## src/sv/hidbk_pkg.sv

```systemverilog
// ----------------------------------------------------------------------------
// hidbk_pkg
// Types, constants and translation tables for the HID boot keyboard
// report key event decoder.
// ----------------------------------------------------------------------------
package hidbk_pkg;

	typedef logic [7:0] usage_t;

	localparam int KEY_SLOTS = 6;
	localparam int MOD_BITS  = 8;
	localparam int EV_COUNT  = MOD_BITS + 2 * KEY_SLOTS;
	localparam int EV_W      = $clog2(EV_COUNT);
	localparam int KEY_W     = (KEY_SLOTS > 1) ? $clog2(KEY_SLOTS) : 1;

	localparam usage_t DEAD_CODE      = 8'hFF;
	localparam usage_t MIN_KEY_USAGE  = 8'h04;
	localparam usage_t MAX_KEY_USAGE  = 8'h75;
	localparam usage_t MOD_USAGE_BASE = 8'hE0;
	localparam usage_t ROLLOVER_MARK  = 8'h01;

	localparam usage_t KEY_TABLE [0:117] = '{
		8'hFF, 8'hFF, 8'hFF, 8'hFF,
		8'h00, 8'h0b, 8'h08, 8'h02, 8'h0e, 8'h03, 8'h05, 8'h04, 8'h22, 8'h26, 8'h28, 8'h25,
		8'h2e, 8'h2d, 8'h1f, 8'h23, 8'h0c, 8'h0f, 8'h01, 8'h11, 8'h20, 8'h09, 8'h0d, 8'h07,
		8'h10, 8'h06, 8'h12, 8'h13, 8'h14, 8'h15, 8'h17, 8'h16, 8'h1a, 8'h1c, 8'h19, 8'h1d,
		8'h24, 8'h35, 8'h33, 8'h30, 8'h31, 8'h1b, 8'h18, 8'h21, 8'h1e, 8'h2a, 8'h2a, 8'h29,
		8'h27, 8'h32, 8'h2b, 8'h2f, 8'h2c, 8'h39, 8'h7a, 8'h78, 8'h63, 8'h76, 8'h60, 8'h61,
		8'h62, 8'h64, 8'h65, 8'h6d, 8'h67, 8'h6f, 8'h69, 8'h6b, 8'h71, 8'h72, 8'h73, 8'h74,
		8'h75, 8'h77, 8'h79, 8'h7c, 8'h7b, 8'h7d, 8'h7e, 8'h47, 8'h4b, 8'h43, 8'h4e, 8'h45,
		8'h4c, 8'h53, 8'h54, 8'h55, 8'h56, 8'h57, 8'h58, 8'h59, 8'h5b, 8'h5c, 8'h52, 8'h41,
		8'h0a, 8'h6e, 8'h7f, 8'h51, 8'h69, 8'h6b, 8'h71, 8'h6a, 8'h40, 8'h4f, 8'h50, 8'h5a,
		8'hFF, 8'hFF, 8'hFF, 8'hFF, 8'hFF, 8'h72
	};

	localparam logic [6:0] MOD_TABLE [0:7] = '{
		7'h3b, 7'h38, 7'h3a, 7'h37, 7'h3e, 7'h3c, 7'h3d, 7'h36
	};

	// Raw table entry for a key usage; anything past the table is dead.
	function automatic usage_t key_code(input usage_t usage);
		usage_t code;
		code = DEAD_CODE;
		if (usage <= MAX_KEY_USAGE) begin
			code = KEY_TABLE[usage[6:0]];
		end
		return code;
	endfunction

	function automatic logic key_in_range(input usage_t usage);
		return (usage >= MIN_KEY_USAGE) && (usage <= MAX_KEY_USAGE);
	endfunction

endpackage

```

## src/sv/hid_boot_report_key_events_core.sv

```systemverilog
// ----------------------------------------------------------------------------
// hid_boot_report_key_events_core
// Compares each boot keyboard report with the previous one and emits key
// events: modifier changes, then releases, then presses.
// ----------------------------------------------------------------------------
// An accepted report is held in the input register, where it is compared
// with the stored report and turned into a mask of up to 20 pending events;
// the emitter then delivers one event per cycle through the output register
// while the output is not stalled, lowest pending event first. The next report
// is taken into the input register while those events drain. Rollover and
// no-change reports are loaded with no result.
module hid_boot_report_key_events_core (
	input  logic       clk,
	input  logic       arst_n,
	input  logic       in_valid,
	output logic       in_stall,
	input  logic [7:0] modifier_bits,
	input  logic [7:0] key_slot_0,
	input  logic [7:0] key_slot_1,
	input  logic [7:0] key_slot_2,
	input  logic [7:0] key_slot_3,
	input  logic [7:0] key_slot_4,
	input  logic [7:0] key_slot_5,
	output logic       out_valid,
	input  logic       out_stall,
	output logic [7:0] usage_code,
	output logic       pressed,
	output logic [6:0] translated_code,
	output logic       translated_valid,
	output logic       last_event
);

	localparam int KS  = hidbk_pkg::KEY_SLOTS;
	localparam int MB  = hidbk_pkg::MOD_BITS;
	localparam int EVC = hidbk_pkg::EV_COUNT;
	localparam int EW  = hidbk_pkg::EV_W;
	localparam int KW  = hidbk_pkg::KEY_W;

	// input register
	logic                   valid_s1;
	logic [7:0]             mods_s1;
	hidbk_pkg::usage_t      keys_s1 [KS];

	// stored report and pending events
	logic [7:0]             prev_mods_q;
	hidbk_pkg::usage_t      prev_keys_q [KS];
	hidbk_pkg::usage_t      old_keys_q [KS];
	logic [EVC-1:0]         pend_q;

	// output register
	logic                   out_valid_q;
	hidbk_pkg::usage_t      out_usage_q;
	logic                   out_pressed_q;
	logic [6:0]             out_code_q;
	logic                   out_tvalid_q;
	logic                   out_last_q;

	logic                   load;
	logic                   advance;
	logic [EVC-1:0]         mask;
	logic                   in_new [KS];
	logic                   in_old [KS];
	logic [EW-1:0]          sel;
	logic [EW-1:0]          rel_off;
	logic [EW-1:0]          prs_off;
	logic [EVC-1:0]         rest;
	hidbk_pkg::usage_t      ev_usage;
	hidbk_pkg::usage_t      ev_raw;
	logic                   ev_pressed;
	logic [6:0]             ev_code;
	logic                   ev_tvalid;

	assign load     = valid_s1 && (pend_q == '0);
	assign in_stall = valid_s1 && (pend_q != '0);
	assign advance  = !out_valid_q || !out_stall;

	// compare the held report with the stored one
	always_comb begin
		for (int i = 0; i < KS; i++) begin
			in_new[i] = 1'b0;
			in_old[i] = 1'b0;
			for (int j = 0; j < KS; j++) begin
				if (keys_s1[j] == prev_keys_q[i]) in_new[i] = 1'b1;
				if (prev_keys_q[j] == keys_s1[i]) in_old[i] = 1'b1;
			end
		end
		mask = '0;
		if (keys_s1[0] != hidbk_pkg::ROLLOVER_MARK) begin
			mask[MB-1:0] = mods_s1 ^ prev_mods_q;
			for (int i = 0; i < KS; i++) begin
				mask[MB + i] = !in_new[i] && hidbk_pkg::key_in_range(prev_keys_q[i]);
				mask[MB + KS + i] = !in_old[i] && hidbk_pkg::key_in_range(keys_s1[i]);
			end
		end
	end

	// pick the lowest pending event
	always_comb begin
		sel = '0;
		for (int j = EVC - 1; j >= 0; j--) begin
			if (pend_q[j]) sel = EW'(j);
		end
		rest    = pend_q & ~({{(EVC-1){1'b0}}, 1'b1} << sel);
		rel_off = sel - EW'(MB);
		prs_off = sel - EW'(MB + KS);
	end

	always_comb begin
		ev_usage   = '0;
		ev_pressed = 1'b0;
		ev_code    = '0;
		ev_tvalid  = 1'b1;
		ev_raw     = hidbk_pkg::DEAD_CODE;
		if (sel < EW'(MB)) begin
			ev_usage   = hidbk_pkg::MOD_USAGE_BASE | {5'b0, sel[2:0]};
			ev_pressed = prev_mods_q[sel[2:0]];
			ev_code    = hidbk_pkg::MOD_TABLE[sel[2:0]];
		end else begin
			if (sel < EW'(MB + KS)) begin
				ev_usage   = old_keys_q[rel_off[KW-1:0]];
				ev_pressed = 1'b0;
			end else begin
				ev_usage   = prev_keys_q[prs_off[KW-1:0]];
				ev_pressed = 1'b1;
			end
			ev_raw    = hidbk_pkg::key_code(ev_usage);
			ev_tvalid = (ev_raw != hidbk_pkg::DEAD_CODE);
			ev_code   = ev_tvalid ? ev_raw[6:0] : 7'd0;
		end
	end

	always_ff @(posedge clk or negedge arst_n) begin
		if (!arst_n) begin
			valid_s1    <= 1'b0;
			prev_mods_q <= '0;
			pend_q      <= '0;
			out_valid_q <= 1'b0;
			for (int i = 0; i < KS; i++) prev_keys_q[i] <= '0;
		end else begin
			if (!in_stall) begin
				valid_s1 <= in_valid;
			end
			if (load) begin
				// store the report, keep the old keys for the releases
				pend_q      <= mask;
				prev_mods_q <= mods_s1;
				for (int i = 0; i < KS; i++) prev_keys_q[i] <= keys_s1[i];
			end else if (advance && (pend_q != '0)) begin
				pend_q <= rest;
			end
			if (advance) begin
				out_valid_q <= (pend_q != '0);
			end
		end
	end

	always_ff @(posedge clk) begin
		if (!in_stall && in_valid) begin
			mods_s1    <= modifier_bits;
			keys_s1[0] <= key_slot_0;
			keys_s1[1] <= key_slot_1;
			keys_s1[2] <= key_slot_2;
			keys_s1[3] <= key_slot_3;
			keys_s1[4] <= key_slot_4;
			keys_s1[5] <= key_slot_5;
		end
		if (load) begin
			for (int i = 0; i < KS; i++) old_keys_q[i] <= prev_keys_q[i];
		end
		if (advance && (pend_q != '0)) begin
			out_usage_q   <= ev_usage;
			out_pressed_q <= ev_pressed;
			out_code_q    <= ev_code;
			out_tvalid_q  <= ev_tvalid;
			out_last_q    <= (rest == '0);
		end
	end

	assign out_valid        = out_valid_q;
	assign usage_code       = out_usage_q;
	assign pressed          = out_pressed_q;
	assign translated_code  = out_code_q;
	assign translated_valid = out_tvalid_q;
	assign last_event       = out_last_q;

	// an event that is not the last leaves work behind, so no report can load
	a_pending_after_mid: assert property (@(posedge clk) disable iff (!arst_n)
		(out_valid_q && !out_last_q) |-> (pend_q != '0))
		else $error("event without last flag but nothing pending");

	a_rollover_silent: assert property (@(posedge clk) disable iff (!arst_n)
		(load && (keys_s1[0] == hidbk_pkg::ROLLOVER_MARK)) |=> (pend_q == '0))
		else $error("rollover report produced events");

	a_key_range: assert property (@(posedge clk) disable iff (!arst_n)
		(out_valid_q && (out_usage_q < hidbk_pkg::MOD_USAGE_BASE)) |->
		hidbk_pkg::key_in_range(out_usage_q))
		else $error("key event outside usage range");

	a_mod_translated: assert property (@(posedge clk) disable iff (!arst_n)
		(out_valid_q && (out_usage_q >= hidbk_pkg::MOD_USAGE_BASE)) |-> out_tvalid_q)
		else $error("modifier event without translation");

endmodule
```

## config.mk

```make
export PLATFORM = sky130hd
export DESIGN_NAME = hid_boot_report_key_events_core
export DESIGN_NICKNAME = d
export VERILOG_FILES = /design/src/sv/hidbk_pkg.sv /design/src/sv/hid_boot_report_key_events_core.sv
export SDC_FILE = /design/constraint.sdc
export NUM_CORES = 1
export LEC_CHECK = 0
export ABC_CLOCK_PERIOD_IN_PS = 6400
export BUFFER_PORTS_ARGS = -buffer_cell sky130_fd_sc_hd__clkbuf_2
export CAP_MARGIN = 5
export CORE_ASPECT_RATIO = 1.4
export CORE_MARGIN = 2
export CORE_UTILIZATION = 55
export CTS_CLUSTER_DIAMETER = 40
export DETAILED_ROUTE_END_ITERATION = 16
export PLACE_DENSITY = 0.73
export SLEW_MARGIN = 20
export SYNTH_ARGS = -nofsm -noshare
export SYNTH_HDL_FRONTEND = slang
export SYNTH_SLANG_ARGS = --single-unit
```

## constraint.sdc

```tcl
create_clock -name clk -period 6.4 [get_ports clk]
set_input_delay 1.28 -clock clk [delete_from_list [all_inputs] [get_ports clk]]
set_output_delay 1.28 -clock clk [all_outputs]
set_load 0.03 [all_outputs]
```

## Yosys cells after proc, flatten, opt, wreduce, memory -nomap -nowiden

Memories as Yosys holds them, arrays and structs flattened.
Cells that the tools add are included.

- Mux-type cells: 117
- Magnitude comparators: 31
- $add $sub $neg: 2
- Reductions and logical operators: 48
- Bitwise gates (word level): 6
- Shift operators: 1
- Equal/unequal tests: 74

Operator list:

| cell | count |
|---|---|
| $eq 8x8->1 | 72 |
| $le 8x7->1 const B | 13 |
| $mux 5 | 20 |
| $ge 8x3->1 const B | 12 |
| $mux 1 | 79 |
| $mux 8 | 8 |
| $mux 20 | 3 |
| $logic_not 20->1 | 2 |
| $logic_and 1x1->1 | 28 |
| $mux 7 | 4 |
| $bmux 8 s3 | 1 |
| $and 20x20->20 | 1 |
| $not 20->20 | 1 |
| $reduce_bool 20->1 | 1 |
| $shl 1x5->20 const A | 1 |
| $logic_not 1->1 | 15 |
| $lt 5x4->1 const B | 2 |
| $ge 4x4->1 const B | 2 |
| $ge 8x8->1 const B | 1 |
| $ne 8x1->1 const B | 1 |
| $ne 8x8->1 const B | 1 |
| $not 3->4 | 2 |
| $not 7->8 | 1 |
| $xor 8x8->8 | 1 |
| other kinds (7) | 7 |

- Word-level logic and storage cells: 300
- ROM bits: 1080
- Input port bits: 60
- Register bits: 104
- Memories: 4
- Output and inout port bits: 20
- RAM bits: 96

Memory list:

| memory | depth | width | read ports | clocked after memory_dff | wr ports | line | source |
|---|---|---|---|---|---|---|---|
| (no name shown) | 128 | 8 | 1 | 0 | 0 | hidbk_pkg.sv:45 | `code = KEY_TABLE[usage[6:0]];` |
| (no name shown) | 8 | 7 | 1 | 0 | 0 | hid_boot_report_key_events_core.sv:117 | `ev_code = hidbk_pkg::MOD_TABLE[sel[2:0]];` |
| keys_s1 | 6 | 8 | 6 | 0 | 6 | hid_boot_report_key_events_core.sv:42 | `hidbk_pkg::usage_t keys_s1 [KS];` |
| old_keys_q | 6 | 8 | 1 | 0 | 6 | hid_boot_report_key_events_core.sv:47 | `hidbk_pkg::usage_t old_keys_q [KS];` |

## Depth between registers and ports, before layout

- Depth in word-level cells: 36
- Depth in mapped cells: 25
- Gate-level depth less buffers: 20

## Least setup slack after synthesis

OpenSTA, ideal clock, no wires.

- Path kind: reg-to-reg
- Start point: register pend_q[10]
- End point: register out_code_q[1], in the netlist translated_code[1] (data pin)
- Slack: 963 ps
- Cell stages (with the launch flop): 22
- Required time: 6126 ps
- Library setup time: 274 ps
- Buffers on the path: 4
- Arrival: 5163 ps
- Period minus slack after synthesis: 5437 ps
- Cell sequence: dfrtp_1 or4_1 o21ai_2 nand2_2 inv_2 buf_2 buf_1 ha_1 clkbuf_1 nand3_1 a21o_1 a21oi_1 nor2_4 ha_1 clkbuf_1 a21oi_1 a2111oi_2 a2111oi_0 o311ai_1 nand2_1 nor4_2 a211oi_1

- Longest elaborated chain between the ends: 27
- Elaborated cells between the ends (all ways): 36
- Classes of those cells: add/sub (2); order compare (3); eq/ne (1); mux (24); bitwise (3); memory (3)

Ends and longest elaborated chain:

| what | line | source |
|---|---|---|
| start, declared | hid_boot_report_key_events_core.sv:48 | `logic [EVC-1:0] pend_q;` |
| start signal, assigned | hid_boot_report_key_events_core.sv:145 | `pend_q <= mask;` |
| start signal, assigned | hid_boot_report_key_events_core.sv:149 | `pend_q <= rest;` |
| $mux 5 * (11 in series) | hid_boot_report_key_events_core.sv:101 | `if (pend_q[j]) sel = EW'(j);` |
| $sub 3x3->3 | hid_boot_report_key_events_core.sv:105 | `prs_off = sel - EW'(MB + KS);` |
| $not 3->4 (not written as such) | hid_boot_report_key_events_core.sv:123 | `ev_usage = prev_keys_q[prs_off[KW-1:0]];` |
| $bmux 8 s3 | hid_boot_report_key_events_core.sv:123 |  |
| $mux 8 (not written as such) (2 in series) | hid_boot_report_key_events_core.sv:123 |  |
| $mux 8 | hid_boot_report_key_events_core.sv:119 | `if (sel < EW'(MB + KS)) begin` |
| $mux 8 | hid_boot_report_key_events_core.sv:114 | `if (sel < EW'(MB)) begin` |
| $not 7->8 (not written as such) | hidbk_pkg.sv:45 |  |
| $mem_v2 128x8 | - |  |
| $mux 8 (not written as such) (2 in series) | hidbk_pkg.sv:45 |  |
| $mux 8 | hidbk_pkg.sv:44 | `if (usage <= MAX_KEY_USAGE) begin` |
| $mux 8 | hid_boot_report_key_events_core.sv:114 |  |
| $ne 8x8->1 | hid_boot_report_key_events_core.sv:127 | `ev_tvalid = (ev_raw != hidbk_pkg::DEAD_CODE);` |
| $mux 7 | hid_boot_report_key_events_core.sv:128 | `ev_code = ev_tvalid ? ev_raw[6:0] : 7'd0;` |
| $mux 7 * | hid_boot_report_key_events_core.sv:114 |  |
| via ev_code[1] | hid_boot_report_key_events_core.sv:70 | `logic [6:0] ev_code;` |
| end signal, assigned | hid_boot_report_key_events_core.sv:173 | `out_code_q <= ev_code;` |
| end, declared | hid_boot_report_key_events_core.sv:54 | `logic [6:0] out_code_q;` |

The timed path passes the listed nets; every way through them passes the cells marked *. The select of a mux whose other input is x is not followed.
A chain may end at the register's enable or synchronous reset.

## Worst setup path in the final report

Ends and elaborated chain as after synthesis.

==> flow_summary.yaml <==
placed_design:
  dp_slack_ns: 0.581
  post_dp_cell_area_mm2: 0.0149
  io_buffer_count: 79
  place.gp.congestion: 1.05
  hpwl_mm: 35.7
finish:
  fillers: 2215
  ff_latch_area_mm2: 0.00562
  area_delta_synth_final_pct: 7.87
  multi_input_area_mm2: 0.00800
  final_cell_mix: "268 x nand2_1, 216 x xor2_1, 122 x edfxtp_1, 80 x xnor2_1"
  mostFrequentLayoutCell: "nand2_1"
  n_antenna_cell: 0
  drive_above_1_share: 0.135
  layout.nets: 1659
  final_area_mm2: 0.0155
synthesis:
  synth_warnings: 0
  async_flop_share: 0.390
  synth_area_per_cell_um2: 9.00
  synth_nets: 1676
  synthTopCellsByArea: "edfxtp_1 25%, dfrtp_1 14%, xor2_1 13%"
  yosysTopAreaCell: "edfxtp_1"
  synth_edf_count: 122
  ys_types: 92
  synth_area_mm2: 0.0144
  yosysSeqAreaShare: 0.390
  netlist.area_leader.share: 0.254
  synth_ff_type: "edfxtp_1"
  synthCells: 1600
  ys_seq_elements: 200
job:
  maxCapViolCount: 0
worst_setup_path:
  criticalPathCategory: "reg -> reg"
  startpoint_type: "register"
  worstPathCellList: "nor4_1, o31a_2, o21a_1, nor2_2, ha_1, nor3_2, a22oi_1, a21oi_1, nor2_4, inv_2, ha_1, nor3_1, a2111oi_2, a2111oi_0, o311ai_1, nand2_1, nor4_2, a211oi_1"
  reg2reg_depth: 18
  cp-end-kind: "register"
  crit_arrival_ns: 5.94
  cp_slowest_stage_delay_ns: 0.51
  cp_data_required_time_ns: 6.58
  cpMostUsedCell: "ha_1"
  cp_max_fo: 12
  worst_path_max_delay_cell: "o311ai_1"
cts:
  cts_root_buffer: "clkbuf_16"
  cts.hold.buffers_added: 0
  cts_made_buffers: 17
  clock_path_buffers: 2
  htree_levels: 4
  cts_sinks: 200
  clk_pin_slew_ns: 0.08
  cts.repair.resized: 0
  insertion_delay_ns: 0.46
  post_cts_buffers: 0
  cts_tree: "done"
detailed_routing:
  post_drt_wl_per_cell_um: 26.4
  ant_nets: 0
  drt_pass1_iterations: 6
  num_vias: 12800
  drt_iter0_markers: 1121
  drc: 0
  drt_wl_total_mm: 50.7
  avgViaCountPerCell: 6.68
grt:
  grt_pass1_vias: 12500
  grt_pass1_wl_mm: 76.7
  overflow: 0
  grt_usage: 0.372
  antenna_found_initial: 0
  grt_max_degree: 75
die:
  die_h_um: 195
  boundaryPins: 80
  rows: 70
  die-width_um: 141
  initial_utilization: 0.555
  die-area_mm2: 0.0275
  coreArea_mm2: 0.0259
timing:
  slew_headroom: 0.287
  setup_ws_ns: 0.638
  fin_setup_tns_ns: 0
  fmax_mhz: 174
  min_period_ns: 5.76
  finalCritPeriodShare: 0.900
  final_max_slew_viol_count: 0
  hold_violations: 0
  skew_ns: 0.0127
  rsz0062_at_grt: "no"
  setup_viol: 0
  tightestPinTransition_ns: 1.06
outcome:
  status: "complete, no violations"
worst_hold_path:
  holdCritPathClass: "reg -> reg"
  holdPathStages: 0
## critical path, delay by kind of cell, from the launching register on
family	cells	cell delay [ns]
simple gates	7	1.71
buf+inv	1	0.17
fa+ha+maj	2	0.86
flops	1	0.48
compound gates	8	2.26
## Yosys cell counts (all sizes together), types with 7 or more instances
| master | number |
|---|---|
| and3 | 9 |
| o31ai | 11 |
| buf | 75 |
| xor2 | 216 |
| and2 | 8 |
| a41oi | 7 |
| a31oi | 12 |
| a21oi | 49 |
| a2111oi | 10 |
| a221oi | 8 |
| edfxtp | 122 |
| dfrtp | 78 |
| o41ai | 8 |
| nor4 | 67 |
| inv | 29 |
| or3 | 11 |
| nand2 | 273 |
| o211ai | 27 |
| a21o | 9 |
| nand3 | 57 |
| mux2i | 15 |
| o21ai | 87 |
| o311ai | 10 |
| ha | 16 |
| nor2 | 48 |
| nand4 | 35 |
| nor3 | 23 |
| clkbuf | 90 |
| a211o | 8 |
| nand2b | 9 |
| xnor2 | 80 |
| o22ai | 7 |
## per-layer routing
layer / vias to the layer above / track usage / wire [µm]
met5: - / 0 / 0
met4: 0 / 0.260 / 4190
met3: 273 / 0.0679 / 4240
met2: 813 / 0.608 / 24100
met1: 6083 / 0.443 / 18200
li1: 5652 / - / -
## area by class of cell
cell class | instances | share of cell area
timing repair buffer | 129 | 0.0498
clock inverter | 14 | 0.0114
sequential | 200 | 0.362
clock buffer | 18 | 0.0290
tap | 324 | 0.0261
inverter | 29 | 0.00709
multi-input combinational | 1206 | 0.515
## sequential cells by signal, indices dropped and copies added (netlist names)
register          count
keys_s1              48
last_event            1
mods_s1               8
old_keys_q           48
out_valid             1
pend_q               20
pressed               1
prev_keys_q          48
prev_mods_q           8
translated_code       7
translated_valid      1
usage_code            8
valid_s1              1
## worst paths after layout
kind,from,endpoint,slack [ns]
setup / recovery,pend_q[10],translated_code[1],0.64
hold / removal,prev_keys_q[24],old_keys_q[2][0],0.47
setup reg to reg,pend_q[10],translated_code[1],0.64
hold reg to reg,prev_keys_q[24],old_keys_q[2][0],0.47
max in group asynchronous,arst_n,pend_q[1],4.57
min in group asynchronous,arst_n,prev_keys_q[11],0.79
## kinds of logic after synthesis
logic type,share of synthesized area
simple gates,0.187
xor+xnor,0.180
fa+ha+maj,0.0139
compound gates,0.160
flops,0.390
mux,0.0146
buf+inv,0.0549
## metrics by stage
stage | instances | hold WS, ns | utilization
floorplan | 1600 | 0.420 | -
global placement | 1888 | 0.447 | 0.575
detailed placement | 1888 | 0.448 | 0.575
CTS | 1920 | 0.469 | 0.599
global route | 1920 | 0.475 | 0.599
finish | 1920 | 0.471 | 0.599
Power is not shown: default switching activity piles up to over one toggle a cycle in this logic, so the estimate is an artifact.
